$ cat src/scpf_pkg.sv
`timescale 1ns / 1ps

package scpf_pkg;

    // Byte positions a single item can produce, in emission order.
    localparam int NUM_SLOTS = 10;

    typedef logic [NUM_SLOTS-1:0] slot_mask_t;

    typedef enum logic [3:0] {
        SLOT_SYNC0,
        SLOT_SYNC1,
        SLOT_ID,
        SLOT_FLAGS,
        SLOT_ADDR,
        SLOT_LEN,
        SLOT_COUNT,
        SLOT_SERVO,
        SLOT_DATA,
        SLOT_CSUM
    } slot_t;

    localparam logic [7:0] SYNC0_BYTE       = 8'hFA;
    localparam logic [7:0] SYNC1_BYTE       = 8'hAF;
    localparam logic [7:0] FLAGS_BYTE       = 8'h00;
    localparam logic [7:0] LONG_ID_BYTE     = 8'h00;
    localparam logic [7:0] SHORT_COUNT_BYTE = 8'h01;

    // One input beat as held inside the framer.
    typedef struct packed {
        logic       mode;
        logic [7:0] target_id;
        logic [7:0] address;
        logic [7:0] length;
        logic [7:0] count;
        logic [7:0] data_byte;
        logic       first;
        logic       servo_start;
        logic       last;
    } item_t;

    // Status from the byte generator to the sequencing logic.
    typedef struct packed {
        logic       pending;
        logic       single;
        logic       accumulate;
        logic       eop;
        slot_t      slot;
        slot_mask_t slot_1h;
        logic [7:0] value;
    } gen_t;

endpackage

$ cat src/scpf_in_if.sv
`timescale 1ns / 1ps

interface scpf_in_if;
    logic       valid;
    logic       ready;
    logic       mode;
    logic [7:0] target_id;
    logic [7:0] address;
    logic [7:0] length;
    logic [7:0] count;
    logic [7:0] data_byte;
    logic       first;
    logic       servo_start;
    logic       last;

    modport source (
        output valid, mode, target_id, address, length, count, data_byte,
               first, servo_start, last,
        input  ready
    );

    modport sink (
        input  valid, mode, target_id, address, length, count, data_byte,
               first, servo_start, last,
        output ready
    );
endinterface

$ cat src/scpf_out_if.sv
`timescale 1ns / 1ps

interface scpf_out_if;
    logic       valid;
    logic       ready;
    logic [7:0] out_byte;
    logic       end_of_packet;

    modport source (
        output valid, out_byte, end_of_packet,
        input  ready
    );

    modport sink (
        input  valid, out_byte, end_of_packet,
        output ready
    );
endinterface

$ cat src/scpf_byte_gen.sv
`timescale 1ns / 1ps

module scpf_byte_gen
    import scpf_pkg::*;
(
    input  item_t      item,
    input  logic       packet_open,
    input  slot_mask_t done,
    input  logic [7:0] running_xor,
    output gen_t       gen
);

    slot_mask_t enable;
    slot_mask_t pend;
    slot_mask_t low;
    logic       active;
    slot_t      slot;

    // Work out which bytes this beat produces and pick the next one still owed.
    always_comb
    begin
        active = item.first | packet_open;
        enable = '0;
        enable[SLOT_SYNC0] = item.first;
        enable[SLOT_SYNC1] = item.first;
        enable[SLOT_ID]    = item.first;
        enable[SLOT_FLAGS] = item.first;
        enable[SLOT_ADDR]  = item.first;
        enable[SLOT_LEN]   = item.first;
        enable[SLOT_COUNT] = item.first;
        enable[SLOT_SERVO] = item.mode & item.servo_start;
        enable[SLOT_DATA]  = 1'b1;
        enable[SLOT_CSUM]  = item.last;
        enable = active ? enable : '0;

        pend = enable & ~done;
        low  = pend & (~pend + slot_mask_t'(1));

        slot = SLOT_SYNC0;
        for (int i = 0; i < NUM_SLOTS; i++)
        begin
            if (low[i])
            begin
                slot = slot_t'(4'(i));
            end
        end
    end

    // Byte value for the selected position.
    always_comb
    begin
        gen.pending    = |pend;
        gen.single     = ((pend & (pend - slot_mask_t'(1))) == '0);
        gen.slot       = slot;
        gen.slot_1h    = low;
        gen.accumulate = 1'b0;
        gen.eop        = 1'b0;
        case (slot)
            SLOT_SYNC0: gen.value = SYNC0_BYTE;
            SLOT_SYNC1: gen.value = SYNC1_BYTE;
            SLOT_ID:
            begin
                gen.value      = item.mode ? LONG_ID_BYTE : item.target_id;
                gen.accumulate = 1'b1;
            end
            SLOT_FLAGS:
            begin
                gen.value      = FLAGS_BYTE;
                gen.accumulate = 1'b1;
            end
            SLOT_ADDR:
            begin
                gen.value      = item.address;
                gen.accumulate = 1'b1;
            end
            SLOT_LEN:
            begin
                gen.value      = item.mode ? item.length + 8'd1 : item.length;
                gen.accumulate = 1'b1;
            end
            SLOT_COUNT:
            begin
                gen.value      = item.mode ? item.count : SHORT_COUNT_BYTE;
                gen.accumulate = 1'b1;
            end
            SLOT_SERVO:
            begin
                gen.value      = item.target_id;
                gen.accumulate = 1'b1;
            end
            SLOT_DATA:
            begin
                gen.value      = item.data_byte;
                gen.accumulate = 1'b1;
            end
            SLOT_CSUM:
            begin
                gen.value = running_xor;
                gen.eop   = 1'b1;
            end
            default: gen.value = SYNC0_BYTE;
        endcase
    end

endmodule

$ cat src/servo_command_packet_framer.sv
`timescale 1ns / 1ps
// The first byte of a beat is registered at the output once the beat sits in the holding
// register. Throughput: one beat per cycle while each beat yields one byte and the output
// is not stalled; a beat that yields n bytes (up to ten: header, servo id, data, checksum)
// occupies the single output byte register for its n bytes. A beat that yields nothing is consumed.
// Reset (rst_n low, asynchronous) empties both registers and closes any open packet.
module servo_command_packet_framer
    import scpf_pkg::*;
(
    input  logic          clk,
    input  logic          rst_n,
    scpf_in_if.sink       item,
    scpf_out_if.source    result
);

    item_t      item_reg;
    item_t      item_next;
    logic       held_valid_reg;
    logic       held_valid_next;
    slot_mask_t done_reg;
    slot_mask_t done_next;
    logic [7:0] xor_reg;
    logic [7:0] xor_next;
    logic       open_reg;
    logic       open_next;
    logic [7:0] out_byte_reg;
    logic [7:0] out_byte_next;
    logic       eop_reg;
    logic       eop_next;
    logic       out_valid_reg;
    logic       out_valid_next;

    gen_t       gen;
    logic       emit;
    logic       item_done;
    logic       accept;

    scpf_byte_gen u_byte_gen (
        .item        (item_reg),
        .packet_open (open_reg),
        .done        (done_reg),
        .running_xor (xor_reg),
        .gen         (gen)
    );

    // Handshake control: a byte moves when the output register is free or draining.
    assign emit      = held_valid_reg & gen.pending & (~out_valid_reg | result.ready);
    assign item_done = held_valid_reg & (~gen.pending | (emit & gen.single));
    assign accept    = item.valid & item.ready;

    assign item.ready           = ~held_valid_reg | item_done;
    assign result.valid         = out_valid_reg;
    assign result.out_byte      = out_byte_reg;
    assign result.end_of_packet = eop_reg;

    // Next-state logic for the holding register, packet state and output register.
    always_comb
    begin
        item_next       = item_reg;
        held_valid_next = held_valid_reg;
        done_next       = done_reg;
        xor_next        = xor_reg;
        open_next       = open_reg;
        out_byte_next   = out_byte_reg;
        eop_next        = eop_reg;
        out_valid_next  = out_valid_reg;

        if (accept)
        begin
            item_next.mode        = item.mode;
            item_next.target_id   = item.target_id;
            item_next.address     = item.address;
            item_next.length      = item.length;
            item_next.count       = item.count;
            item_next.data_byte   = item.data_byte;
            item_next.first       = item.first;
            item_next.servo_start = item.servo_start;
            item_next.last        = item.last;
            held_valid_next       = 1'b1;
            done_next             = '0;
        end
        else if (item_done)
        begin
            held_valid_next = 1'b0;
        end
        else if (emit)
        begin
            done_next = done_reg | gen.slot_1h;
        end

        if (emit)
        begin
            out_byte_next  = gen.value;
            eop_next       = gen.eop;
            out_valid_next = 1'b1;
            if (gen.slot == SLOT_SYNC0)
            begin
                xor_next  = '0;
                open_next = 1'b1;
            end
            else if (gen.accumulate)
            begin
                xor_next = xor_reg ^ gen.value;
            end
            else if (gen.eop)
            begin
                xor_next  = '0;
                open_next = 1'b0;
            end
        end
        else if (result.ready)
        begin
            out_valid_next = 1'b0;
        end
    end

    // Control registers.
    always_ff @(posedge clk or negedge rst_n)
    begin
        if (!rst_n)
        begin
            held_valid_reg <= 1'b0;
            done_reg       <= '0;
            xor_reg        <= '0;
            open_reg       <= 1'b0;
            out_valid_reg  <= 1'b0;
        end
        else
        begin
            held_valid_reg <= held_valid_next;
            done_reg       <= done_next;
            xor_reg        <= xor_next;
            open_reg       <= open_next;
            out_valid_reg  <= out_valid_next;
        end
    end

    // Payload registers.
    always_ff @(posedge clk)
    begin
        item_reg     <= item_next;
        out_byte_reg <= out_byte_next;
        eop_reg      <= eop_next;
    end

`ifndef SYNTH
    // A checksum byte always closes the packet and clears the running XOR.
    a_csum_closes: assert property (@(posedge clk) disable iff (!rst_n)
        emit && gen.eop |=> !open_reg && (xor_reg == 8'h00))
        else $error("checksum did not close the packet");

    // The output register only fills from a byte emitted in the previous cycle.
    a_out_from_emit: assert property (@(posedge clk) disable iff (!rst_n)
        $rose(out_valid_reg) |-> $past(emit))
        else $error("output beat appeared without an emitted byte");

    // A header start only comes from a beat marked first.
    a_sync_on_first: assert property (@(posedge clk) disable iff (!rst_n)
        emit && (gen.slot == SLOT_SYNC0) |-> item_reg.first)
        else $error("header emitted for a beat not marked first");
`endif

endmodule

$ cat src/flat_wrapper.sv
// flat-port wrapper written by rule: the top's interface ports become plain ports
module servo_command_packet_framer_flat import scpf_pkg::*;
  (clk, rst_n, item_valid, item_mode, item_target_id, item_address, item_length, item_count, item_data_byte, item_first, item_servo_start, item_last, item_ready, result_valid, result_out_byte, result_end_of_packet, result_ready);
  scpf_in_if item_i ();
  scpf_out_if result_i ();
  input  logic clk;
  input  logic rst_n;
  input wire logic [$bits(item_i.valid)-1:0] item_valid;
  input wire logic [$bits(item_i.mode)-1:0] item_mode;
  input wire logic [$bits(item_i.target_id)-1:0] item_target_id;
  input wire logic [$bits(item_i.address)-1:0] item_address;
  input wire logic [$bits(item_i.length)-1:0] item_length;
  input wire logic [$bits(item_i.count)-1:0] item_count;
  input wire logic [$bits(item_i.data_byte)-1:0] item_data_byte;
  input wire logic [$bits(item_i.first)-1:0] item_first;
  input wire logic [$bits(item_i.servo_start)-1:0] item_servo_start;
  input wire logic [$bits(item_i.last)-1:0] item_last;
  output wire logic [$bits(item_i.ready)-1:0] item_ready;
  output wire logic [$bits(result_i.valid)-1:0] result_valid;
  output wire logic [$bits(result_i.out_byte)-1:0] result_out_byte;
  output wire logic [$bits(result_i.end_of_packet)-1:0] result_end_of_packet;
  input wire logic [$bits(result_i.ready)-1:0] result_ready;
  assign item_i.valid = item_valid;
  assign item_i.mode = item_mode;
  assign item_i.target_id = item_target_id;
  assign item_i.address = item_address;
  assign item_i.length = item_length;
  assign item_i.count = item_count;
  assign item_i.data_byte = item_data_byte;
  assign item_i.first = item_first;
  assign item_i.servo_start = item_servo_start;
  assign item_i.last = item_last;
  assign item_ready = item_i.ready;
  assign result_valid = result_i.valid;
  assign result_out_byte = result_i.out_byte;
  assign result_end_of_packet = result_i.end_of_packet;
  assign result_i.ready = result_ready;
  servo_command_packet_framer u_core (.clk(clk), .rst_n(rst_n), .item(item_i), .result(result_i));
endmodule
$ cat config.mk
export PLATFORM = sky130hd
export DESIGN_NAME = servo_command_packet_framer_flat
export DESIGN_NICKNAME = d
export VERILOG_FILES = /design/src/scpf_pkg.sv /design/src/scpf_in_if.sv /design/src/scpf_out_if.sv /design/src/scpf_byte_gen.sv /design/src/servo_command_packet_framer.sv /design/src/flat_wrapper.sv
export SDC_FILE = /design/constraint.sdc
export NUM_CORES = 1
export LEC_CHECK = 0
export BUFFER_PORTS_ARGS = -buffer_cell sky130_fd_sc_hd__buf_4
export CORE_MARGIN = 5
export CORE_UTILIZATION = 55
export DETAILED_ROUTE_END_ITERATION = 8
export PLACE_DENSITY = 0.82
export SYNTH_ARGS = -nofsm -noshare
export SYNTH_HDL_FRONTEND = slang
export SYNTH_HIERARCHICAL = 1
export SYNTH_SLANG_ARGS = --single-unit
$ cat constraint.sdc
create_clock -name clk -period 3.55 [get_ports clk]
set_input_delay 0.71 -clock clk [delete_from_list [all_inputs] [get_ports clk]]
set_output_delay 0.71 -clock clk [all_outputs]
set_load 0.005 [all_outputs]
==> flow_summary.toml, run 1 <==
[clocking]
cts.sinks = 74
cts_hold_buffers = 0
post_cts_buffers = 0
clockRootBuffer = "clkbuf_8"
clock_latency_ns = 0.34
cts_max_path_buffers = 2
clkTransAtPathRegs_ns = 0.08
htreeDepth = 3
cts_tree = "done"
cts.repair.resized = 0
numCtsBuffers = 9

[timing]
hold_viol = 0
holdWs_ns = 0.253
tns_ns = 0
max_freq_ghz = 0.312
fin_crit_sh_pct = 90.4
finClkSkew_ns = 0.0146
slew_headroom_pct = 56.3
fin_crit_ns = 3.21
final-setup-viol-count = 0
slew_viol_final = 0
rsz0062_at_grt = "no"
tightestPinTransition_ns = 0.654

[floorplanning]
die_area_mm2 = 0.00853
initial_utilization_pct = 55.8
ios = 59
row_count = 30
die_w_um = 92.3
core-area_mm2 = 0.00668
die_h_um = 92.3

[placed_design]
dpl.hpwl_um = 6270
gp_congestion = 0.899
io_buffers = 58

[global_route]
first_global_vias = 2846
antenna_found_initial = 0
grt_pass1_wl_um = 14000
track_usage_pct = 21.4
gr-total-overflow = 0
grt_max_degree = 45

[worst_setup_path]
arrival_ns = 2.50
required_ns = 2.84
end_kind = "primary output"
reg2reg_depth = 9
worst-setup-path-type = "reg -> out"
start_kind = "flip-flop"
path_max_fanout = 14

[hold_path]
min_path_type = "in -> async"

[layout]
area_growth_pct = 18.9
drive_gt1_share_pct = 30.6
largest_reg_flops = 44
final_common_cell = "buf_4"
nets = 407
diodes = 0
layout_common_cells = "buf_4, edfxtp_1, a21oi_1"

[routing]
route.detailed.drc = 0
viasPerCell = 6.21
vias = 2752
drtIter0Drc = 146
drt_wl_total_um = 8760
wire_per_inst_um = 19.8
drtAntennaViolNets = 0
drt_first_pass_iters = 5

[logic_synthesis]
yosysUniqueCellTypes = 64
avgSynthCellArea_um2 = 12.5
synth-seq-cells = 74
synth_edf_count = 53
syn_inst = 298
ys.flop_type = "edfxtp_1"
yosysSeqAreaShare_pct = 56.8
synth_nets = 347
ys_warn_count = 6
async_flop_share_pct = 28.4
syn_area_mm2 = 0.00373

[power_and_ir_drop]
power_mw = 3.34
power.leakage_nw = 1.68
powerDensity_mw_per_mm2 = 754
ir_worst_vdd_v = 0.000379

[job]
drv_cap = 0

[run_status]
status = "finished, final reports clean"
[metrics by stage]
stage	instances	utilization, %	setup slack, ns	cell area (um^2)
after floorplan	298	-	0.610	3730
after global routing	443	66.3	0.143	4430
after detailed placement	427	63.1	0.649	4210
after global placement	427	63.1	0.767	4210
final	443	66.3	0.340	4430
after CTS	443	66.3	0.363	4430
[layout make-up]
| cell class | count | area (um^2) |
|---|---|---|
| fillers | 519 | 2250 |
| flip-flops and latches | 74 | 2120 |
| multi-input cells | 204 | 1500 |
| repair buffers | 63 | 473 |
| clock buffers | 10 | 128 |
| well taps | 80 | 100 |
| clock inverters | 6 | 90.1 |
| inverters | 6 | 22.5 |
[per-layer routing]
layer	vias to the layer above	GRT usage, %	wire length [um]
met5	-	0	0
met4	0	9.53	170
met3	19	3.57	497
met2	109	36.5	4540
met1	1345	26.8	3560
li1	1279	-	-
[synthesized netlist by cell type (2+ instances only)]
| master | count | share of area, % |
|---|---|---|
| a22oi_1 | 3 | 0.60 |
| o21ai_0 | 19 | 2.6 |
| nand2_1 | 16 | 1.6 |
| nand4_1 | 4 | 0.67 |
| inv_2 | 2 | 0.20 |
| a2111o_1 | 3 | 0.91 |
| xnor2_1 | 3 | 0.70 |
| edfxtp_1 | 53 | 43 |
| a22o_2 | 3 | 0.81 |
| nor2_4 | 2 | 0.60 |
| nor3_2 | 2 | 0.54 |
| and2_1 | 4 | 0.67 |
| a221o_1 | 5 | 1.3 |
| nor2_1 | 11 | 1.1 |
| a21oi_1 | 22 | 3.0 |
| mux2_2 | 2 | 0.60 |
| o21ai_1 | 3 | 0.40 |
| a31o_2 | 2 | 0.47 |
| nand2b_1 | 21 | 3.5 |
| buf_2 | 3 | 0.40 |
| a41oi_1 | 10 | 2.3 |
| inv_1 | 4 | 0.40 |
| o2bb2ai_1 | 8 | 1.9 |
| o311a_1 | 7 | 1.9 |
| nand3_2 | 3 | 0.81 |
| clkbuf_1 | 5 | 0.50 |
| xor2_1 | 3 | 0.70 |
| a211o_1 | 4 | 0.94 |
| dfrtp_1 | 21 | 14 |
| clkbuf_2 | 2 | 0.27 |
| buf_6 | 4 | 1.2 |
| nor2b_1 | 10 | 1.7 |
| o21a_2 | 2 | 0.47 |
| a21boi_0 | 2 | 0.40 |
[critical path, cell delays in order (launching register included)]
cell and delay [ns]:
edfxtp_1 0.62, nand3b_4 0.18, a21oi_1 0.31, a21oi_1 0.10
nand2_1 0.10, and2_1 0.45, o21ai_1 0.21, buf_4 0.19
[final timing paths]
path | from | endpoint | slack [ns]
max reg2reg | u_core/item_reg[2] | u_core/item_reg[35] | 0.60
min in group clk | item_count[5] | u_core/item_reg[16] | 0.54
min reg2reg | u_core/open_reg | u_core/open_reg | 0.55
min | rst_n | u_core/done_reg[3] | 0.25
max | u_core/item_reg[43] | item_ready | 0.34
max in group asynchronous | rst_n | u_core/xor_reg[6] | 3.06
[report_power, final]
part / internal, mW / switching, mW / leakage, nW
logic: 0.541 / 0.673 / 0.837
registers: 1.22 / 0.199 / 0.741
clock network: 0.398 / 0.308 / 0.107
[kinds of logic (layout without fill, tap and decap cells)]
| logic type | Yosys count | count (layout) | share of synthesized area, % |
|---|---|---|---|
| xor gates and xnor gates | 6 | 6 | 1.41 |
| muxes | 3 | 3 | 0.872 |
| DFF | 74 | 74 | 56.8 |
| adders and majority gates | 2 | 2 | 0.604 |
| AOI/OAI and AO/OA | 104 | 104 | 22.0 |
| buffers and inverters | 20 | 85 | 2.99 |
| and+or+nand+nor | 89 | 89 | 15.3 |
Note: power is estimated with default switching activity, not from simulation.
==> inputs of run 2 (changes only) <==
- CORE_MARGIN: 5 -> 4
- clock period: 3.55 -> 3.5 ns (I/O delays scaled with it)
==> run 2 against run 1 <==
Compared with the run above: utilization up 2.5 points; final cell count down 0.45%; sequential power about the same; hold slack worse by 0.015 ns; critical path depth up 1; die area down 4.3%; largest power group unchanged; highest routed layer unchanged.
==> flow_summary.toml, run 2 (same netlist as run 1, synthesis figures left out) <==
[run_status]
status = "finished, final reports clean"

[floorplanning]
row_count = 29
die_h_um = 90.3
die_w_um = 90.3
initial_utilization_pct = 57.7
ios = 59
core-area_mm2 = 0.00646
die_area_mm2 = 0.00816

[routing]
drtIter0Drc = 147
route.detailed.drc = 0
wire_per_inst_um = 19.4
vias = 2724
viasPerCell = 6.18
drt_first_pass_iters = 4
drt_wl_total_um = 8570
drtAntennaViolNets = 0

[placed_design]
dpl.hpwl_um = 6410
io_buffers = 58
gp_congestion = 0.852

[global_route]
antenna_found_initial = 0
track_usage_pct = 22.3
grt_max_degree = 39
first_global_vias = 2827
grt_pass1_wl_um = 14400
gr-total-overflow = 0

[clocking]
post_cts_buffers = 0
cts_tree = "done"
clkTransAtPathRegs_ns = 0.08
cts_hold_buffers = 0
clockRootBuffer = "clkbuf_8"
htreeDepth = 3
cts.repair.resized = 0
cts_max_path_buffers = 2
cts.sinks = 74
numCtsBuffers = 9
clock_latency_ns = 0.35

[layout]
layout_common_cells = "buf_4, edfxtp_1, a21oi_1"
diodes = 0
drive_gt1_share_pct = 30.8
largest_reg_flops = 44
final_common_cell = "buf_4"
area_growth_pct = 19.3
nets = 408
fin_util_pct = 68.9

[timing]
fin_crit_ns = 3.23
fin_crit_sh_pct = 92.3
tightestPinTransition_ns = 0.643
hold_viol = 0
slew_headroom_pct = 57.0
rsz0062_at_grt = "no"
slew_viol_final = 0
tns_ns = 0
max_freq_ghz = 0.310
finClkSkew_ns = 0.0101
final-setup-viol-count = 0

[power_and_ir_drop]
ir_worst_vdd_v = 0.000338
power.leakage_nw = 1.69
powerDensity_mw_per_mm2 = 762

[job]
drv_cap = 0

[worst_setup_path]
end_kind = "primary output"
worst-setup-path-type = "reg -> out"
arrival_ns = 2.53
crit_path_start = "u_core/item_reg[43]"
reg2reg_depth = 10
rr_startpoint = "u_core/item_reg[2]"
start_kind = "flip-flop"
path_max_fanout = 14
worstReg2RegEnd = "u_core/item_reg[43]"
required_ns = 2.80
ff2ff_setup_slack_ns = 0.62
setup.worst_path.end = "item_ready"

[hold_path]
min_path_type = "in -> async"
==> run 2: critical path, cell delays in order, from the launching register on <==
cell and delay (ns):
edfxtp_1 0.62, nand3b_4 0.18, a21oi_1 0.30, a21oi_1 0.10
nand2_1 0.10, and2_1 0.42, o21ai_1 0.12, buf_4 0.20
buf_4 0.14
==> run 2: final cells by class <==
type                       instances  area (um^2)
clock buffer                      10          128
fill                             476         2010
tap                               77         96.3
multi-input combinational        204         1500
sequential                        74         2120
inverter                           6         22.5
timing repair buffer              64          493
clock inverter                     6         90.1
==> run 2: through the flow <==
step / hold WS (ns) / instance area [um^2] / instances / worst slack (ns) / power, mW
floorplan: 0.404 / 3730 / 298 / 0.560 / 2.27
global placement: 0.521 / 4230 / 425 / 0.723 / 2.63
detailed placement: 0.533 / 4230 / 425 / 0.634 / 2.68
CTS: 0.237 / 4450 / 441 / 0.267 / 3.40
global route: 0.240 / 4450 / 441 / 0.0331 / 3.61
finish: 0.237 / 4450 / 441 / 0.269 / 3.39
==> run 2: how the worst min path moves through the flow <==
stage	depth (start not counted)	to	slack, ns	startpoint
after floorplan	0	u_core/done_reg[0]	0.40	rst_n
after global placement	1	u_core/xor_reg[1]	0.52	u_core/xor_reg[1]
after detailed placement	1	u_core/open_reg	0.53	u_core/open_reg
after CTS	1	u_core/done_reg[5]	0.24	rst_n
after global routing	1	u_core/done_reg[5]	0.24	rst_n
final	1	u_core/done_reg[3]	0.24	rst_n
==> run 2: layer usage <==
metal  routed length (um)  up-vias  part of all wire (%)  track usage (%)
met5                    0        -                     0                0
met4                   89        0                   1.0             6.76
met3                  462        8                   5.4             4.75
met2                 4320       92                    50             36.9
met1                 3700     1338                    43             29.6
li1                     -     1286                     -                -
==> run 2: power breakdown <==
part           internal, mW  total (mW)  switching (mW)
Combinational         0.558        1.23           0.672
Clock                 0.404       0.721           0.316
Sequential             1.24        1.44           0.203
==> inputs of run 3 (changes only) <==
- CORE_UTILIZATION: 55 -> 57
- GPL_ROUTABILITY_DRIVEN: not set -> 0
- PLACE_DENSITY: 0.82 -> 0.84
==> run 3 against run 2 <==
Compared with the run above: die area shrank 3.2%; clock-buffer cell count unchanged; clock power grew 2%; final cell count is 0.23% lower; sequential share of layout area increased by 0.094 points; power up 0.26%; largest cell class unchanged; first-iteration DRC count grew 52%; combinational power about the same; highest routed layer unchanged.
==> flow_summary.toml, run 3 (same netlist as run 1, synthesis figures left out) <==
[clocking]
cts_tree = "done"
clockRootBuffer = "clkbuf_8"
numCtsBuffers = 9
clock_latency_ns = 0.34
htreeDepth = 3
cts.sinks = 74
clkTransAtPathRegs_ns = 0.07
cts_max_path_buffers = 2
post_cts_buffers = 0

[routing]
viasPerCell = 6.36
drtIter0Drc = 224
drt_first_pass_iters = 5
wire_per_inst_um = 19.0
vias = 2800
drt_wl_total_um = 8370
route.detailed.drc = 0
drtAntennaViolNets = 0

[floorplanning]
row_count = 29
die_h_um = 88.9
core-area_mm2 = 0.00635
die_w_um = 88.9
ios = 59
initial_utilization_pct = 58.7
die_area_mm2 = 0.00790

[global_route]
first_global_vias = 2592
track_usage_pct = 22.2
antenna_found_initial = 0
grt_pass1_wl_um = 13000
grt_max_degree = 45
gr-total-overflow = 0

[worst_setup_path]
setup.worst_path.end = "item_ready"
rr_startpoint = "u_core/item_reg[2]"
critPathSlowestCell = "edfxtp_1"
arrival_ns = 2.54
path_max_fanout = 14
reg2reg_depth = 9
crit_cells = 8
worst-path-buf-inv = 2
worstReg2RegEnd = "u_core/item_reg[30]"
worst-setup-path-type = "reg -> out"
crit_top_cell = "a21oi_1"
ff2ff_setup_slack_ns = 0.43
path_delay_family = "compound AO/OA/AOI/OAI gates"
end_kind = "primary output"
required_ns = 2.80
crit_path_start = "u_core/item_reg[2]"
cpPeakStageDelay_ns = 0.60
start_kind = "flip-flop"
path_cells = "nor2_2, a21oi_1, a21oi_1, o21ai_0, a21oi_1, inv_1, o21ai_1, buf_4"

[power_and_ir_drop]
p_clk_share_pct = 21.7
power.internal_mw = 2.21
p_seq_share_pct = 42.3
p_sw_share_pct = 35.0
combPwrFrac_pct = 36.0
ir_worst_vdd_v = 0.000505
powerDensity_mw_per_mm2 = 766
power.switching_mw = 1.19
power.leakage_nw = 1.69

[run_status]
status = "finished, final reports clean"

[timing]
rsz0062_at_grt = "no"
tightestPinTransition_ns = 0.604
finClkSkew_ns = 0.00894
hold_viol = 0
fin_crit_ns = 3.24
slew_headroom_pct = 59.6
final-setup-viol-count = 0
fin_ws_ns = 0.257
max_freq_ghz = 0.308
tns_ns = 0
slew_viol_final = 0
fin_crit_sh_pct = 92.6

[placed_design]
io_buffers = 58
dpl.hpwl_um = 5900
pre_cts_slack_ns = 0.429
dp_cells = 424

[layout]
drive_gt1_share_pct = 31.4
layout_common_cells = "buf_4, edfxtp_1, a21oi_1"
nets = 407
diodes = 0
largest_reg_flops = 44
final_common_cell = "buf_4"
final_cells = 440
area_growth_pct = 19.1

[job]
drv_cap = 0

[hold_path]
min_path_type = "in -> async"
## run 3: cell types whose count changed in the layout (fill, tap and decap cells not counted), sizes merged
| cell | previous run | this run |
|---|---|---|
| buf | 64 | 63 |
| clkinv | 2 | 3 |
| clkinvlp | 1 | 0 |
## run 3: power by group through the flow
stage | Sequential [mW] | Clock, mW | Combinational (mW)
after CTS | 1.43 | 0.746 | 1.21
after global routing | 1.47 | 0.790 | 1.33
after floorplan | 1.39 | 0 | 0.882
final | 1.44 | 0.736 | 1.22
after detailed placement | 1.45 | 0 | 1.20
after global placement | 1.44 | 0 | 1.16
## run 3: layer usage
layer  global-route usage (%)  part of all wire [%]
met5                        0                     0
met4                     8.38                   2.0
met3                     6.15                   6.9
met2                     35.8                    50
met1                     28.5                    41
## run 3: worst register-to-register path: stages, from the launching register on
cell and delay [ns]:
edfxtp_1 0.60, nor2_2 0.30, a21oi_1 0.12, a21oi_1 0.18, o21ai_0 0.12, a21oi_1 0.13, inv_1 0.18, o21ai_1 0.39
and2_2 0.21, buf_4 0.45
## run 3: through the flow
stage | power [mW] | utilization [%] | hold WS (ns) | area (um^2)
2_1_floorplan | 2.27 | - | 0.404 | 3730
6_report | 3.40 | 69.9 | 0.233 | 4440
4_1_cts | 3.39 | 69.9 | 0.231 | 4440
3_3_place_gp | 2.60 | 66.3 | 0.508 | 4210
3_5_place_dp | 2.65 | 66.3 | 0.491 | 4210
5_1_grt | 3.59 | 69.9 | 0.233 | 4440
## run 3: how the worst min path moves through the flow
stage                         endpoint  slack, ns  cells past startpoint
floorplan           u_core/done_reg[0]       0.40                      0
global placement       u_core/open_reg       0.51                      1
detailed placement     u_core/open_reg       0.49                      1
CTS                  u_core/xor_reg[2]       0.23                      1
global route        u_core/done_reg[5]       0.23                      1
finish              u_core/done_reg[5]       0.23                      1
## run 3: what timing repair did
item,CTS,global route
setup endpoints to repair,0,1
resized for setup,0,2
hold buffers,0,0
## run 3: cell type report
| type | instances | area, um^2 |
|---|---|---|
| repair buffers | 63 | 473 |
| multi-input cells | 204 | 1510 |
| well taps | 77 | 96.3 |
| clock inverters | 6 | 87.6 |
| fillers | 431 | 1910 |
| flip-flops and latches | 74 | 2120 |
| inverters | 6 | 22.5 |
| clock buffers | 10 | 138 |
